**src/rtl/core/csc_pkg.sv**
```systemverilog
// Package for the call schedule string check: character codes, parse phase codes,
// configuration register indexes, status structs and small helper functions.
// No dependencies.
package csc_pkg;

   localparam int CharW  = 8;
   localparam int ValW   = 12;
   localparam int PhaseW = 3;
   localparam int CsrIdxW = 2;
   localparam int CsrDataW = 12;

   // Parse phases
   localparam logic [PhaseW-1:0] PH_PAIR_A    = 3'd0;
   localparam logic [PhaseW-1:0] PH_PAIR_B    = 3'd1;
   localparam logic [PhaseW-1:0] PH_SKIP      = 3'd2;
   localparam logic [PhaseW-1:0] PH_START     = 3'd3;
   localparam logic [PhaseW-1:0] PH_DASH_SEEN = 3'd4;
   localparam logic [PhaseW-1:0] PH_STOP      = 3'd5;
   localparam logic [PhaseW-1:0] PH_FAIL      = 3'd6;

   // Configuration register indexes
   localparam logic [CsrIdxW-1:0] CSR_WEEK_DAY    = 2'd0;
   localparam logic [CsrIdxW-1:0] CSR_TIME_OF_DAY = 2'd1;
   localparam logic [CsrIdxW-1:0] CSR_FORCE_CALL  = 2'd2;

   localparam logic [CharW-1:0] CH_NUL   = 8'h00;
   localparam logic [CharW-1:0] CH_COMMA = 8'h2c;
   localparam logic [CharW-1:0] CH_DASH  = 8'h2d;
   localparam logic [CharW-1:0] CH_ZERO  = 8'h30;
   localparam logic [CharW-1:0] CH_NINE  = 8'h39;
   localparam logic [CharW-1:0] CH_UC_A  = 8'h41;
   localparam logic [CharW-1:0] CH_LC_N  = 8'h6e;
   localparam logic [CharW-1:0] CH_LC_Y  = 8'h79;

   localparam logic [ValW-1:0] VAL_SAT   = 12'd4095;
   localparam logic [ValW-1:0] VAL_LIMIT = 12'd2400;

   localparam logic [2:0] NEVER_LEN = 3'd5;
   localparam logic [2:0] WK_INDEX  = 3'd7;

   // Two chars per day code; entry 7 is the weekday code
   localparam logic [16*CharW-1:0] DAY_CODES  = "SuMoTuWeThFrSaWk";
   localparam logic [5*CharW-1:0]  NEVER_WORD = "Never";

   typedef struct packed {
      logic step;    // feed one non-separator character
      logic clear;   // alternative ends, back to reset values
   } parse_ctl_type;

   typedef struct packed {
      logic [PhaseW-1:0] phase;
      logic              is_never;
      logic              day_found;
      logic [ValW-1:0]   range_start;
      logic [ValW-1:0]   range_stop;
   } parse_stat_type;

   function automatic logic is_digit(input logic [CharW-1:0] c);
      return (c >= CH_ZERO) && (c <= CH_NINE);
   endfunction

   function automatic logic [ValW-1:0] add_digit(input logic [ValW-1:0] v,
                                                 input logic [CharW-1:0] c);
      logic [15:0] n;
      n = 16'(v) * 16'd10 + 16'(c[3:0]);
      return (n > 16'(VAL_SAT)) ? VAL_SAT : n[ValW-1:0];
   endfunction

   function automatic logic [CharW-1:0] never_char(input logic [2:0] idx);
      logic [CharW-1:0] ch;
      case (idx)
         3'd0:    ch = NEVER_WORD[39:32];
         3'd1:    ch = NEVER_WORD[31:24];
         3'd2:    ch = NEVER_WORD[23:16];
         3'd3:    ch = NEVER_WORD[15:8];
         3'd4:    ch = NEVER_WORD[7:0];
         default: ch = CH_NUL;
      endcase
      return ch;
   endfunction

   function automatic logic day_pair_match(input logic [CharW-1:0] a,
                                           input logic [CharW-1:0] b,
                                           input logic [2:0]       wday);
      logic hit;
      hit = 1'b0;
      for (int i = 0; i < 8; i++) begin
         if (DAY_CODES[(15-2*i)*CharW +: CharW] == a &&
             DAY_CODES[(14-2*i)*CharW +: CharW] == b) begin
            if (3'(i) == wday ||
                (3'(i) == WK_INDEX && wday >= 3'd1 && wday <= 3'd5)) begin
               hit = 1'b1;
            end
         end
      end
      return hit;
   endfunction

endpackage

```
**src/rtl/core/csc_char_parse.sv**
```systemverilog
// Per-alternative character parser: day/Any pair scan, Never prefix, hhmm range.
// Depends on csc_pkg.
module csc_char_parse (
   input  logic                        clock,
   input  logic                        reset,
   input  csc_pkg::parse_ctl_type      ctl,
   input  logic [csc_pkg::CharW-1:0]   char_code,
   input  logic [2:0]                  week_day,
   output csc_pkg::parse_stat_type     stat
);
   import csc_pkg::*;

   logic [PhaseW-1:0] phase_ff, phase_in;
   logic [CharW-1:0]  first_ff, first_in;
   logic              any_ff, any_in;
   logic [2:0]        ncnt_ff, ncnt_in;
   logic              nbrk_ff, nbrk_in;
   logic              day_ff, day_in;
   logic [ValW-1:0]   start_ff, start_in;
   logic [ValW-1:0]   stop_ff, stop_in;

   always_comb begin
      phase_in = phase_ff;
      first_in = first_ff;
      any_in   = any_ff;
      ncnt_in  = ncnt_ff;
      nbrk_in  = nbrk_ff;
      day_in   = day_ff;
      start_in = start_ff;
      stop_in  = stop_ff;
      if (ctl.clear) begin
         phase_in = PH_PAIR_A;
         first_in = CH_NUL;
         any_in   = 1'b0;
         ncnt_in  = 3'd0;
         nbrk_in  = 1'b0;
         day_in   = 1'b0;
         start_in = '0;
         stop_in  = '0;
      end else if (ctl.step) begin
         if (!nbrk_ff && ncnt_ff < NEVER_LEN) begin
            if (char_code == never_char(ncnt_ff)) begin
               ncnt_in = ncnt_ff + 3'd1;
            end else begin
               nbrk_in = 1'b1;
            end
         end
         case (phase_ff)
            PH_PAIR_A: begin
               any_in = 1'b0;
               if (any_ff && char_code == CH_LC_Y) begin
                  day_in   = 1'b1;
                  phase_in = PH_SKIP;
               end else begin
                  first_in = char_code;
                  phase_in = PH_PAIR_B;
               end
            end
            PH_PAIR_B: begin
               if (first_ff == CH_UC_A && char_code == CH_LC_N) begin
                  any_in   = 1'b1;
                  phase_in = PH_PAIR_A;
               end else if (day_pair_match(first_ff, char_code, week_day)) begin
                  day_in   = 1'b1;
                  phase_in = PH_SKIP;
               end else begin
                  phase_in = PH_PAIR_A;
               end
            end
            PH_SKIP: begin
               if (is_digit(char_code)) begin
                  start_in = add_digit('0, char_code);
                  phase_in = PH_START;
               end
            end
            PH_START: begin
               if (is_digit(char_code)) begin
                  start_in = add_digit(start_ff, char_code);
               end else if (char_code == CH_DASH) begin
                  phase_in = PH_DASH_SEEN;
               end else begin
                  phase_in = PH_FAIL;
               end
            end
            PH_DASH_SEEN, PH_STOP: begin
               if (is_digit(char_code)) begin
                  stop_in  = add_digit((phase_ff == PH_STOP) ? stop_ff : '0, char_code);
                  phase_in = PH_STOP;
               end else begin
                  phase_in = PH_FAIL;
               end
            end
            default: begin
               phase_in = phase_ff;
            end
         endcase
      end
   end

   always_ff @(posedge clock) begin
      if (reset) begin
         phase_ff <= PH_PAIR_A;
         first_ff <= CH_NUL;
         any_ff   <= 1'b0;
         ncnt_ff  <= 3'd0;
         nbrk_ff  <= 1'b0;
         day_ff   <= 1'b0;
         start_ff <= '0;
         stop_ff  <= '0;
      end else begin
         phase_ff <= phase_in;
         first_ff <= first_in;
         any_ff   <= any_in;
         ncnt_ff  <= ncnt_in;
         nbrk_ff  <= nbrk_in;
         day_ff   <= day_in;
         start_ff <= start_in;
         stop_ff  <= stop_in;
      end
   end

   assign stat.phase       = phase_ff;
   assign stat.is_never    = (ncnt_ff == NEVER_LEN);
   assign stat.day_found   = day_ff;
   assign stat.range_start = start_ff;
   assign stat.range_stop  = stop_ff;

endmodule

```
**src/rtl/core/csc_alt_eval.sv**
```systemverilog
// Pass/fail of one finished alternative from parser status and time of day.
// Depends on csc_pkg.
module csc_alt_eval (
   input  csc_pkg::parse_stat_type    stat,
   input  logic [csc_pkg::ValW-1:0]   time_of_day,
   output logic                       alt_pass
);
   import csc_pkg::*;

   logic in_fwd, in_wrap;

   // forward range, and range that wraps past midnight
   assign in_fwd  = (stat.range_stop >= stat.range_start) &&
                    (time_of_day >= stat.range_start) && (time_of_day <= stat.range_stop);
   assign in_wrap = (stat.range_stop <= stat.range_start) &&
                    ((time_of_day >= stat.range_start) || (time_of_day <= stat.range_stop));

   always_comb begin
      if (stat.is_never || !stat.day_found) begin
         alt_pass = 1'b0;
      end else if (stat.phase == PH_SKIP) begin
         alt_pass = 1'b1;
      end else if (stat.phase != PH_STOP) begin
         alt_pass = 1'b0;
      end else if (stat.range_start > VAL_LIMIT || stat.range_stop > VAL_LIMIT) begin
         alt_pass = 1'b0;
      end else begin
         alt_pass = in_fwd || in_wrap;
      end
   end

endmodule

```
**src/rtl/core/call_schedule_string_check.sv**
```systemverilog
// Top level of the call schedule string check: input register, parser, verdict
// accumulation and result register. Depends on csc_pkg, csc_char_parse, csc_alt_eval.
//
// The block reads a schedule string one character per req beat and returns one
// rsp beat (call_allowed) for each zero character; commas split alternatives and
// the verdict is the OR of all of them (or, with force_call set, just whether the
// first alternative is not "Never"). Every character is one beat and the block
// takes one beat per cycle while req_stall is low: a character is registered in
// the input register, then the parser updates and, on a terminator, the verdict
// lands in the result register, which drives rsp_valid and the verdict beat.
// req_stall rises only when a zero character waits in the input register while
// the previous verdict is still held by rsp_stall; all other characters flow on.
// week_day, time_of_day and force_call are plain write registers and are to be
// written only between strings.
module call_schedule_string_check (
   input  logic                           clock,
   input  logic                           reset,
   input  logic                           req_valid,
   output logic                           req_stall,
   input  logic [csc_pkg::CharW-1:0]      req_char_code,
   output logic                           rsp_valid,
   input  logic                           rsp_stall,
   output logic                           rsp_call_allowed,
   input  logic                           csr_write,
   input  logic [csc_pkg::CsrIdxW-1:0]    csr_index,
   input  logic [csc_pkg::CsrDataW-1:0]   csr_wdata
);
   import csc_pkg::*;

   // configuration
   logic [2:0]      week_day_ff;
   logic [ValW-1:0] time_of_day_ff;
   logic            force_call_ff;

   // input register
   logic             in_valid_ff;
   logic [CharW-1:0] in_char_ff;

   // verdict accumulation
   logic first_alt_ff, first_alt_in;
   logic verdict_ff, verdict_in;
   logic forced_ff, forced_in;

   // result register
   logic rsp_valid_ff, rsp_valid_in;
   logic rsp_allowed_ff, rsp_allowed_in;

   logic           is_nul, is_comma, advance, fire, fire_nul, fire_comma;
   logic           alt_pass, verdict_acc, forced_acc;
   parse_ctl_type  pctl;
   parse_stat_type pstat;

   always_ff @(posedge clock) begin
      if (reset) begin
         week_day_ff    <= 3'd0;
         time_of_day_ff <= '0;
         force_call_ff  <= 1'b0;
      end else if (csr_write) begin
         case (csr_index)
            CSR_WEEK_DAY:    week_day_ff    <= csr_wdata[2:0];
            CSR_TIME_OF_DAY: time_of_day_ff <= csr_wdata[ValW-1:0];
            CSR_FORCE_CALL:  force_call_ff  <= csr_wdata[0];
            default:         ; // unmapped index, dropped
         endcase
      end
   end

   assign is_nul   = (in_char_ff == CH_NUL);
   assign is_comma = (in_char_ff == CH_COMMA);

   // a terminator needs a free (or draining) result register
   assign advance    = !is_nul || !rsp_valid_ff || !rsp_stall;
   assign fire       = in_valid_ff && advance;
   assign fire_nul   = fire && is_nul;
   assign fire_comma = fire && is_comma;
   assign req_stall  = in_valid_ff && !advance;

   always_ff @(posedge clock) begin
      if (reset) begin
         in_valid_ff <= 1'b0;
      end else if (!req_stall) begin
         in_valid_ff <= req_valid;
      end
   end

   always_ff @(posedge clock) begin
      if (!req_stall && req_valid) begin
         in_char_ff <= req_char_code;
      end
   end

   assign pctl.step  = fire && !is_nul && !is_comma;
   assign pctl.clear = fire_nul || fire_comma;

   csc_char_parse u_parse (
      .clock     (clock),
      .reset     (reset),
      .ctl       (pctl),
      .char_code (in_char_ff),
      .week_day  (week_day_ff),
      .stat      (pstat)
   );

   csc_alt_eval u_eval (
      .stat        (pstat),
      .time_of_day (time_of_day_ff),
      .alt_pass    (alt_pass)
   );

   assign verdict_acc = verdict_ff | alt_pass;
   assign forced_acc  = first_alt_ff ? !pstat.is_never : forced_ff;

   always_comb begin
      first_alt_in   = first_alt_ff;
      verdict_in     = verdict_ff;
      forced_in      = forced_ff;
      rsp_valid_in   = rsp_valid_ff && rsp_stall;
      rsp_allowed_in = rsp_allowed_ff;
      if (fire_comma) begin
         first_alt_in = 1'b0;
         verdict_in   = verdict_acc;
         forced_in    = forced_acc;
      end else if (fire_nul) begin
         first_alt_in   = 1'b1;
         verdict_in     = 1'b0;
         forced_in      = 1'b0;
         rsp_valid_in   = 1'b1;
         rsp_allowed_in = force_call_ff ? forced_acc : verdict_acc;
      end
   end

   always_ff @(posedge clock) begin
      if (reset) begin
         first_alt_ff <= 1'b1;
         verdict_ff   <= 1'b0;
         forced_ff    <= 1'b0;
         rsp_valid_ff <= 1'b0;
      end else begin
         first_alt_ff <= first_alt_in;
         verdict_ff   <= verdict_in;
         forced_ff    <= forced_in;
         rsp_valid_ff <= rsp_valid_in;
      end
   end

   always_ff @(posedge clock) begin
      rsp_allowed_ff <= rsp_allowed_in;
   end

   assign rsp_valid        = rsp_valid_ff;
   assign rsp_call_allowed = rsp_allowed_ff;

`ifndef SYNTHESIS
   // only a blocked terminator may hold off the input
   a_stall_cause: assert property (@(posedge clock) disable iff (reset)
      req_stall |-> (in_valid_ff && is_nul && rsp_valid_ff && rsp_stall))
      else $error("req_stall without a blocked terminator");

   // a terminator always produces a pending result beat
   a_nul_loads_rsp: assert property (@(posedge clock) disable iff (reset)
      fire_nul |=> rsp_valid_ff)
      else $error("terminator did not load the result register");

   // after a terminator the accumulation state is back at reset values
   a_nul_clears: assert property (@(posedge clock) disable iff (reset)
      fire_nul |=> (first_alt_ff && !verdict_ff && !forced_ff))
      else $error("verdict state not cleared after terminator");

   // a comma leaves the first alternative
   a_comma_first: assert property (@(posedge clock) disable iff (reset)
      fire_comma |=> !first_alt_ff)
      else $error("first alternative flag still set after comma");

   // the parser is back at the pair scan after any separator
   a_sep_clears_parse: assert property (@(posedge clock) disable iff (reset)
      pctl.clear |=> (pstat.phase == PH_PAIR_A && !pstat.day_found))
      else $error("parser not cleared after separator");
`endif

endmodule

```
**config.mk**
```make
export PLATFORM = sky130hd
export DESIGN_NAME = call_schedule_string_check
export DESIGN_NICKNAME = d
export VERILOG_FILES = /design/src/rtl/core/csc_pkg.sv /design/src/rtl/core/csc_char_parse.sv /design/src/rtl/core/csc_alt_eval.sv /design/src/rtl/core/call_schedule_string_check.sv
export SDC_FILE = /design/constraint.sdc
export NUM_CORES = 1
export LEC_CHECK = 0
export ABC_CLOCK_PERIOD_IN_PS = 5310
export BUFFER_PORTS_ARGS = -buffer_cell sky130_fd_sc_hd__buf_2
export CORE_MARGIN = 1
export CORE_UTILIZATION = 53
export DETAILED_ROUTE_END_ITERATION = 7
export PLACE_DENSITY = 0.8
export SLEW_MARGIN = 20
export SYNTH_ARGS = -nofsm -noshare
export SYNTH_HDL_FRONTEND = slang
export SYNTH_SLANG_ARGS = --single-unit
```
**constraint.sdc**
```tcl
create_clock -name clock -period 5.31 [get_ports clock]
set_clock_uncertainty 0.15 [all_clocks]
set_input_delay 1.3275 -clock clock [delete_from_list [all_inputs] [get_ports clock]]
set_output_delay 1.3275 -clock clock [all_outputs]
set_load 0.1 [all_outputs]
```
== After elaboration in Yosys (flattened, before gate mapping) ==
Index checks and enable logic that the tools add are counted.
Word-level totals
  flip-flop bits (word level): 71
  bits of input ports: 27
Operators by class
  $add $sub $neg: 3
  $mul: 2
  $lt $le $gt $ge: 14
  equality and inequality tests: 45
  mux-type cells: 62
  bitwise logic cells: 4
  reductions and logical operators: 65
Operators by type and width (count)
  equality test 7 x 8 -> 1 bit (first input constant): 12
  two-way mux 12 bit: 6
  two-way mux 1 bit: 41
  adder 16 x 4 -> 16 bit: 2
  > comparator 16 x 12 -> 1 bit (second input constant): 2
  multiplier 12 x 3 -> 15 bit (second input constant): 2
  case mux 7 bit (4 select lines): 1
  equality test 8 x 7 -> 1 bit (second input constant): 3
  greater-or-equal comparator 12 bit: 2
  > comparator 12 bit (second input constant): 2
  <= comparator 12 bit: 2
  logical AND 1 bit: 24
  two-way mux 8 bit: 3
  case mux 12 bit (2 select lines): 1
  equality test 8 x 6 -> 1 bit (second input constant): 2
  case mux 3 bit (5 select lines): 1
  AND reduction 3 bit: 5
  equality test 3 x 2 -> 1 bit (second input constant): 4
  equality test 3 bit (first input constant): 4
  equality test 3 bit (second input constant): 4
  > comparator 4 x 12 -> 1 bit (second input constant): 1
  zero test 1 bit: 9
  zero test 3 bit: 3
  two-way mux 3 bit: 3
  other kinds (28): 56

== Logic depth before layout (Yosys ltp) ==
Gate-level depths: netlist (run 1).
  depth after elaboration: 28
  gate-level depth with buffers: 15
  gate-level depth less buffers: 12

== Modules after synthesis ==
From an unflattened synthesis (run 1), not the netlist that was laid out.
Second synthesis, totals
  cell total of the unflattened synthesis: 714
  area, all modules: 6032.0 um^2
Modules (own cells, without submodules)
  csc_char_parse: times used 1, cells each 488, area each 3908.7 um^2
  call_schedule_string_check: times used 1, cells each 105, area each 1173.6 um^2
  csc_alt_eval: times used 1, cells each 121, area each 949.7 um^2

== Worst setup path before layout (run 1) ==
No wires, ideal clock.
  path type: input -> output
  start: input rsp_stall
  end: output req_stall
  arrival: 2.776 ns
  required time: 3.833 ns
  path slack: 1.056 ns
  stages: 2
  buffers on the path: 0
  cells stage by stage: nand2_1 > nor2_1
Between the ends
  longest elaborated chain between the ends: 4
Ends and longest elaborated chain
  start: declaration: line call_schedule_string_check.sv:22  | input logic rsp_stall,
  zero test 1 bit: line call_schedule_string_check.sv:72  | assign advance = !is_nul || !rsp_valid_ff || !rsp_stall;
  logical OR 1 bit: line call_schedule_string_check.sv:72
  zero test 1 bit: line call_schedule_string_check.sv:76  | assign req_stall = in_valid_ff && !advance;
  logical AND 1 bit: line call_schedule_string_check.sv:76
  end: declaration: line call_schedule_string_check.sv:19  | output logic req_stall,
Every way passes these cells.

== Final worst setup path (run 1) ==
  start: register u_parse.phase_ff[2]
  end: register u_parse.stop_ff[0]
Between the ends
  longest elaborated chain between the ends: 6
  elaborated cells between the ends (all ways): 9
Ends and longest elaborated chain
  start: declaration: line csc_char_parse.sv:13  | logic [PhaseW-1:0] phase_ff, phase_in;
  start signal: assignment: line csc_char_parse.sv:111  | phase_ff <= phase_in;
  equality test 3 bit: line csc_char_parse.sv:48, csc_char_parse.sv:87
  two-way mux 12 bit: line csc_char_parse.sv:87  | stop_in = add_digit((phase_ff == PH_STOP) ? stop_ff : '0, char_code);
  multiplier 12 x 3 -> 15 bit: line csc_pkg.sv:65  | n = 16'(v) * 16'd10 + 16'(c[3:0]);
  adder 16 x 4 -> 16 bit: line csc_pkg.sv:65
  > comparator 16 x 12 -> 1 bit: line csc_pkg.sv:66  | return (n > 16'(VAL_SAT)) ? VAL_SAT : n[ValW-1:0];
  two-way mux 12 bit: line csc_pkg.sv:66
  end signal: assignment: line csc_char_parse.sv:118  | stop_ff <= stop_in;
  end: declaration: line csc_char_parse.sv:20  | logic [ValW-1:0] stop_ff, stop_in;
Parallel ways exist; a longest one is shown, timed or not.
A chain may end at the register's enable or synchronous reset.

==> results of run 1 <==
==> synthesized netlist by cell type, types with 5 or more instances <==
cell,instances
sky130_fd_sc_hd__a31oi_1,10
sky130_fd_sc_hd__nor2_1,64
sky130_fd_sc_hd__a21o_1,5
sky130_fd_sc_hd__o211ai_1,9
sky130_fd_sc_hd__mux2i_1,13
sky130_fd_sc_hd__o21a_1,6
sky130_fd_sc_hd__nand2_1,67
sky130_fd_sc_hd__nor3b_1,7
sky130_fd_sc_hd__and3_1,6
sky130_fd_sc_hd__nand3b_1,5
sky130_fd_sc_hd__nor4_1,8
sky130_fd_sc_hd__a21oi_1,72
sky130_fd_sc_hd__dfxtp_1,62
sky130_fd_sc_hd__xor2_1,10
sky130_fd_sc_hd__clkbuf_1,16
sky130_fd_sc_hd__xnor2_1,24
sky130_fd_sc_hd__o21ai_1,5
sky130_fd_sc_hd__a311oi_1,5
sky130_fd_sc_hd__a211oi_1,12
sky130_fd_sc_hd__a2111oi_0,5
sky130_fd_sc_hd__nand4_1,17
sky130_fd_sc_hd__nand3_1,10
sky130_fd_sc_hd__o21ai_0,39
sky130_fd_sc_hd__nor3_1,22
sky130_fd_sc_hd__nor2b_1,11
sky130_fd_sc_hd__edfxtp_1,9
sky130_fd_sc_hd__ha_1,79
sky130_fd_sc_hd__inv_1,37
==> state kept, by name, summed over array words and instances, names as in the netlist, 3 cells and up <==
signal,count
time_of_day_ff,12
u_parse.start_ff,12
u_parse.stop_ff,12
in_char_ff,8
u_parse.first_ff,8
u_parse.ncnt_ff,3
u_parse.phase_ff,3
week_day_ff,3
==> worst reg2reg max path, delay by kind of cell (launching register included) <==
kind,cells,cell delay (ns)
buffers and inverters,1,0.21
and+or+nand+nor,5,1.52
adders and majority gates,2,0.63
AOI/OAI and AO/OA,4,1.15
xor gates and xnor gates,1,0.26
DFF,1,0.53
==> per-layer routing <==
layer	part of all wire (%)	global-route usage, %
met1	44	32.9
met2	49	46.8
met4	2.9	11.0
met3	4.1	3.83
met5	0	0
==> cell type report <==
type / count / share of cell area [%]
timing repair buffer: 31 / 2.44
inverter: 37 / 2.12
tap: 140 / 2.67
clock buffer: 11 / 3.55
multi-input combinational: 607 / 64.9
clock inverter: 5 / 1.26
sequential: 71 / 23.1
==> where the power goes <==
group	leakage [nW]	switching, mW	total (mW)	internal (mW)
Sequential	0.590	0.0287	0.589	0.560
Combinational	1.93	0.0644	0.115	0.0510
Clock	0.150	0.232	0.644	0.413
Total	2.67	0.325	1.35	1.02
==> kinds of logic after synthesis <==
| kind of cell | Yosys count |
|---|---|
| compound gates | 216 |
| xor+xnor | 34 |
| fa+ha+maj | 84 |
| buf+inv | 62 |
| flops | 71 |
| mux | 13 |
| simple gates | 260 |
==> path summary, 6_finish.rpt <==
check,startpoint,end,slack [ns],cells past startpoint
setup / recovery,u_parse.phase_ff[2]$_SDFFE_PP0P_,u_parse.stop_ff[0]$_SDFFE_PP0P_,0.74,13
hold / removal,time_of_day_ff[0]$_SDFFE_PP0P_,time_of_day_ff[0]$_SDFFE_PP0P_,0.33,2
setup reg to reg,u_parse.phase_ff[2]$_SDFFE_PP0P_,u_parse.stop_ff[0]$_SDFFE_PP0P_,0.74,13
hold reg to reg,time_of_day_ff[0]$_SDFFE_PP0P_,time_of_day_ff[0]$_SDFFE_PP0P_,0.33,2
==> insert_results.sql, run 1 <==
INSERT INTO impl_metrics (metric_group, metric, value, unit) VALUES
('outcome', 'run_status', 'finished, final reports clean', ''),
('logic_synthesis', 'share_of_the_synthesized_netlist_area_taken_by_xor_and_xnor_gates', '4.92', '%'),
('timing', 'maxClockFrequency', '219', 'MHz'),
('pwr', 'totalPowerFinal', '1.35', 'mW'),
('logic_synthesis', 'async_set_reset_flop_share_out_of_synthesis', '0', '%'),
('timing', 'timing_worst_slew_pin_value', '1.01', 'ns'),
('detailed_routing', 'routed_via_density', '6.34', ''),
('detailed_routing', 'wl', '15200', 'µm'),
('placement', 'placement.setup.worst_slack', '0.845', 'ns'),
('logic_synthesis', 'synth_top_area_share', '20.5', '%'),
('logic_synthesis', 'ys_seq_area_share', '25.0', '%'),
('cts', 'clk_root_buffer_cell', 'sky130_fd_sc_hd__clkbuf_16', ''),
('pwr', 'static-leakage-power', '2.67', 'nW'),
('placement', 'post_dp_cell_area', '6240', 'µm²'),
('cts', 'tritoncts', 'built', ''),
('floorplanning', 'io_pins', '30', ''),
('hold_path', 'hp-class', 'reg -> reg', ''),
('logic_synthesis', 'synth.area.top_cells', 'sky130_fd_sc_hd__dfxtp_1 (21%), sky130_fd_sc_hd__ha_1 (16%), sky130_fd_sc_hd__a21oi_1 (6.0%)', ''),
('cells_and_area', 'multi_input_area', '4250', 'µm²'),
('floorplanning', 'die_height', '109', 'µm'),
('logic_synthesis', 'synth-seq-cells', '71', ''),
('setup_path', 'critical_path.startpoint_type', 'register', ''),
('cells_and_area', 'final_nets', '866', ''),
('logic_synthesis', 'synth_cells', '740', ''),
('setup_path', 'worstPathMaxFanout', '23', ''),
('setup_path', 'crit_path_frequent_cell', 'sky130_fd_sc_hd__ha_1', ''),
('logic_synthesis', 'synth_enable_flop_cells', '9', ''),
('cts', 'cts.repair.resized', '0', ''),
('logic_synthesis', 'largest_family_of_logic_cells_by_synthesized_area', 'compound AO/OA/AOI/OAI gates', ''),
('floorplanning', 'dieArea', '11800', 'µm²'),
('setup_path', 'timing.critical_path.slowest_stage_cell', 'sky130_fd_sc_hd__a2111oi_0', ''),
('cells_and_area', 'final.fill_count', '941', ''),
('detailed_routing', 'route.antenna.remaining_nets', '0', ''),
('setup_path', 'critical_path_buf_inv_count', '1', ''),
('logic_synthesis', 'ys.warnings.count', '0', ''),
('detailed_routing', 'avgRoutedWirePerCell', '16.9', 'µm'),
('cells_and_area', 'num_antenna_cells', '0', ''),
('timing', 'hold-worst-slack', '0.331', 'ns'),
('pwr', 'powerDensity', '206', 'nW/µm²'),
('timing', 'finalSetupTns', '0', 'ns'),
('cells_and_area', 'area_growth_syn_to_layout', '8.29', '%'),
('setup_path', 'critical_path_class', 'reg -> reg', ''),
('global_route', 'antenna_found_initial', '0', ''),
('timing', 'finalWorstPathRequiredPeriod', '4.57', 'ns'),
('timing', 'rsz0062_at_grt', 'no', ''),
('cts', 'post_cts.repair.setup_buffers', '0', ''),
('setup_path', 'timing.critical_path.slowest_cell_delay', '0.68', 'ns'),
('global_route', 'pin_count_of_the_biggest_net_entering_global_routing', '25', ''),
('logic_synthesis', 'synthesized_cell_area', '6050', 'µm²'),
('placement', 'placed_cells_incl_taps', '886', ''),
('cells_and_area', 'fin_cells', '902', ''),
('logic_synthesis', 'avgSynthCellArea', '8.18', 'µm²'),
('floorplanning', 'coreArea', '11000', 'µm²'),
('cts', 'tritoncts_num_sinks', '71', ''),
('setup_path', 'timing.critical_path.max_delay_family', 'simple AND/OR/NAND/NOR gates', ''),
('timing', 'layout_worst_path_cycle_share', '86.0', '%'),
('global_route', 'grt_first_pass_wirelength', '25500', 'µm'),
('cts', 'post_cts_hold_buffer_count', '0', ''),
('logic_synthesis', 'postSynth.topFlopCell', 'sky130_fd_sc_hd__dfxtp_1', ''),
('cts', 'cts_buffers', '9', ''),
('logic_synthesis', 'synth_largest_area_cell', 'sky130_fd_sc_hd__dfxtp_1', ''),
('floorplanning', 'initial_utilization', '55.1', '%'),
('floorplanning', 'row_count', '38', ''),
('job', 'timing.max_cap.violations', '0', ''),
('timing', 'timing.max_slew.rel_slack', '32.2', '%'),
('detailed_routing', 'firstDrtPassIters', '5', ''),
('logic_synthesis', 'synth_simple_gate_area_share', '22.6', '%'),
('cts', 'cts-htree-levels', '3', ''),
('floorplanning', 'die_span_in_x', '109', 'µm'),
('timing', 'final-setup-viol-count', '0', ''),
('placement', 'routability_congestion', '0.904', '');
No activity file was read; power rests on OpenSTA's default activity.
==> run 2, diff against run 1 <==
--- a/config.mk
+++ b/config.mk
@@ -11,6 +11,7 @@
 export CORE_UTILIZATION = 53
 export DETAILED_ROUTE_END_ITERATION = 7
 export PLACE_DENSITY = 0.8
+export RECOVER_POWER = 50
 export SLEW_MARGIN = 20
 export SYNTH_ARGS = -nofsm -noshare
 export SYNTH_HDL_FRONTEND = slang
==> insert_results.sql, run 2 (same netlist as run 1, synthesis figures left out) <==
INSERT INTO impl_metrics (metric_group, metric, value, unit) VALUES
('cells_and_area', 'layout.cells.most_common_list', 'sky130_fd_sc_hd__ha_1 (79), sky130_fd_sc_hd__a21oi_1 (72), sky130_fd_sc_hd__nand2_1 (67)', ''),
('cts', 'post_cts.repair.setup_buffers', '0', ''),
('timing', 'rsz0062_at_grt', 'no', ''),
('global_route', 'antenna_found_initial', '0', ''),
('global_route', 'overall_global_routing_usage', '26.8', '%'),
('timing', 'timing_worst_slew_pin_value', '1.74', 'ns'),
('timing', 'hold-worst-slack', '0.330', 'ns'),
('global_route', 'grt_pass1_vias', '5481', ''),
('cts', 'clk_root_buffer_cell', 'sky130_fd_sc_hd__clkbuf_16', ''),
('placement', 'post_dp_cell_area', '6240', 'µm²'),
('cells_and_area', 'finalCoreUtilization', '59.6', '%'),
('floorplanning', 'dieArea', '11800', 'µm²'),
('setup_path', 'critical_path_class', 'reg -> reg', ''),
('cells_and_area', 'commonest_non_fill_non_tap_cell_in_the_layout', 'sky130_fd_sc_hd__ha_1', ''),
('cts', 'clkSlewWorstSetupHoldPaths', '0.06', 'ns'),
('placement', 'number_of_buffers_added_on_ports', '29', ''),
('cts', 'tritoncts', 'built', ''),
('floorplanning', 'coreArea', '11000', 'µm²'),
('cts', 'cts_buffers', '9', ''),
('cts', 'number_of_buffers_on_the_longest_clock_path', '2', ''),
('detailed_routing', 'detail_route.iter0.violations', '452', ''),
('placement', 'placed_cells_incl_taps', '886', ''),
('setup_path', 'worst-endpoint-arrival', '4.68', 'ns'),
('timing', 'final-setup-viol-count', '0', ''),
('cts', 'cts-htree-levels', '3', ''),
('cts', 'cts.repair.resized', '0', ''),
('floorplanning', 'initial_utilization', '55.1', '%'),
('cells_and_area', 'final.fill_count', '939', ''),
('detailed_routing', 'route.detailed.drc', '0', ''),
('outcome', 'violations', 'max-capacitance violations, max-slew violations', ''),
('cells_and_area', 'largest_registers', 'time_of_day_ff x12, u_parse.start_ff x12, u_parse.stop_ff x12', ''),
('timing', 'finalHoldViolCount', '0', ''),
('detailed_routing', 'avgRoutedWirePerCell', '16.8', 'µm'),
('timing', 'finalSetupTns', '0', 'ns'),
('pwr', 'static-leakage-power', '2.66', 'nW'),
('outcome', 'run_status', 'complete, but fails checks', ''),
('detailed_routing', 'wl', '15200', 'µm'),
('timing', 'slew_violations', '11', ''),
('global_route', 'grt_remaining_overflow', '0', ''),
('floorplanning', 'die_height', '109', 'µm'),
('hold_path', 'hp-class', 'reg -> reg', ''),
('pwr', 'powerDensity', '206', 'nW/µm²'),
('floorplanning', 'die_span_in_x', '109', 'µm'),
('detailed_routing', 'route.antenna.remaining_nets', '0', ''),
('timing', 'fin_ws', '0.690', 'ns'),
('detailed_routing', 'routed_via_density', '6.30', ''),
('floorplanning', 'row_count', '38', ''),
('global_route', 'grt_first_pass_wirelength', '25500', 'µm'),
('timing', 'timing.max_slew.rel_slack', '-17.5', '%'),
('detailed_routing', 'routed-via-count', '5687', ''),
('cells_and_area', 'num_antenna_cells', '0', ''),
('cells_and_area', 'area_growth_syn_to_layout', '8.13', '%'),
('timing', 'finalWorstPathRequiredPeriod', '4.62', 'ns'),
('cells_and_area', 'stdcell_area', '6540', 'µm²'),
('pwr', 'ir_drop', '171', 'µV'),
('cts', 'post_cts_hold_buffer_count', '0', ''),
('detailed_routing', 'firstDrtPassIters', '5', ''),
('placement', 'dp_hpwl', '11500', 'µm'),
('cells_and_area', 'fraction_of_final_layout_cells_sized_beyond_drive_strength_1', '9.06', '%'),
('floorplanning', 'io_pins', '30', ''),
('global_route', 'pin_count_of_the_biggest_net_entering_global_routing', '25', ''),
('timing', 'layout_worst_path_cycle_share', '87.0', '%'),
('setup_path', 'worst_ep_required_time', '5.37', 'ns'),
('placement', 'placement.setup.worst_slack', '0.845', 'ns'),
('cts', 'clock_insertion_delay_worst_skew', '0.33', 'ns'),
('job', 'timing.max_cap.violations', '1', ''),
('setup_path', 'critPathCaptureType', 'register', ''),
('setup_path', 'critical_path.startpoint_type', 'register', ''),
('setup_path', 'worstPathMaxFanout', '23', ''),
('cts', 'tritoncts_num_sinks', '71', ''),
('cells_and_area', 'final_nets', '866', ''),
('timing', 'maxClockFrequency', '216', 'MHz'),
('pwr', 'totalPowerFinal', '1.35', 'mW'),
('placement', 'routability_congestion', '0.904', ''),
('cells_and_area', 'fin_cells', '902', '');
-- run 2: metal layers --
metal | vias to the layer above | share of wire [%] | GRT usage, %
met2 | 168 | 49 | 46.8
met5 | - | 0 | 0
met4 | 0 | 2.9 | 11.0
met3 | 48 | 4.0 | 3.83
li1 | 2777 | - | -
met1 | 2694 | 44 | 32.9
-- run 2: path summary, 6_finish.rpt --
check / start / to / slack, ns / cells after the start
setup / recovery: u_parse.phase_ff[2]$_SDFFE_PP0P_ / u_parse.stop_ff[0]$_SDFFE_PP0P_ / 0.69 / 13
hold / removal: time_of_day_ff[0]$_SDFFE_PP0P_ / time_of_day_ff[0]$_SDFFE_PP0P_ / 0.33 / 2
setup reg to reg: u_parse.phase_ff[2]$_SDFFE_PP0P_ / u_parse.stop_ff[0]$_SDFFE_PP0P_ / 0.69 / 13
hold reg to reg: time_of_day_ff[0]$_SDFFE_PP0P_ / time_of_day_ff[0]$_SDFFE_PP0P_ / 0.33 / 2
-- run 2: report_power, final --
part | leakage [nW] | internal [mW] | switching [mW]
Sequential | 0.590 | 0.560 | 0.0285
Clock | 0.150 | 0.413 | 0.231
Combinational | 1.92 | 0.0506 | 0.0643
-- run 2: area by class of cell --
cell class                 count  area [µm²]  share of cell area (%)
clock inverter                 5        82.6                    1.26
tap                          140         175                    2.68
clock buffer                  11         233                    3.56
multi-input combinational    607        4240                    64.9
sequential                    71        1510                    23.1
inverter                      37         139                    2.12
timing repair buffer          31         156                    2.39
-- run 2: worst max-delay path: stages, from the launching register on --
cell and delay, ns:
sky130_fd_sc_hd__dfxtp_1 0.53, sky130_fd_sc_hd__nor2b_1 0.23, sky130_fd_sc_hd__nand2_1 0.42, sky130_fd_sc_hd__nor2_1 0.24, sky130_fd_sc_hd__ha_1 0.26, sky130_fd_sc_hd__ha_1 0.37, sky130_fd_sc_hd__a21o_1 0.22, sky130_fd_sc_hd__a2111oi_0 0.72
sky130_fd_sc_hd__xnor2_1 0.26, sky130_fd_sc_hd__nand4_1 0.15, sky130_fd_sc_hd__or4_1 0.49, sky130_fd_sc_hd__a21boi_1 0.17, sky130_fd_sc_hd__buf_4 0.21, sky130_fd_sc_hd__a21oi_1 0.08
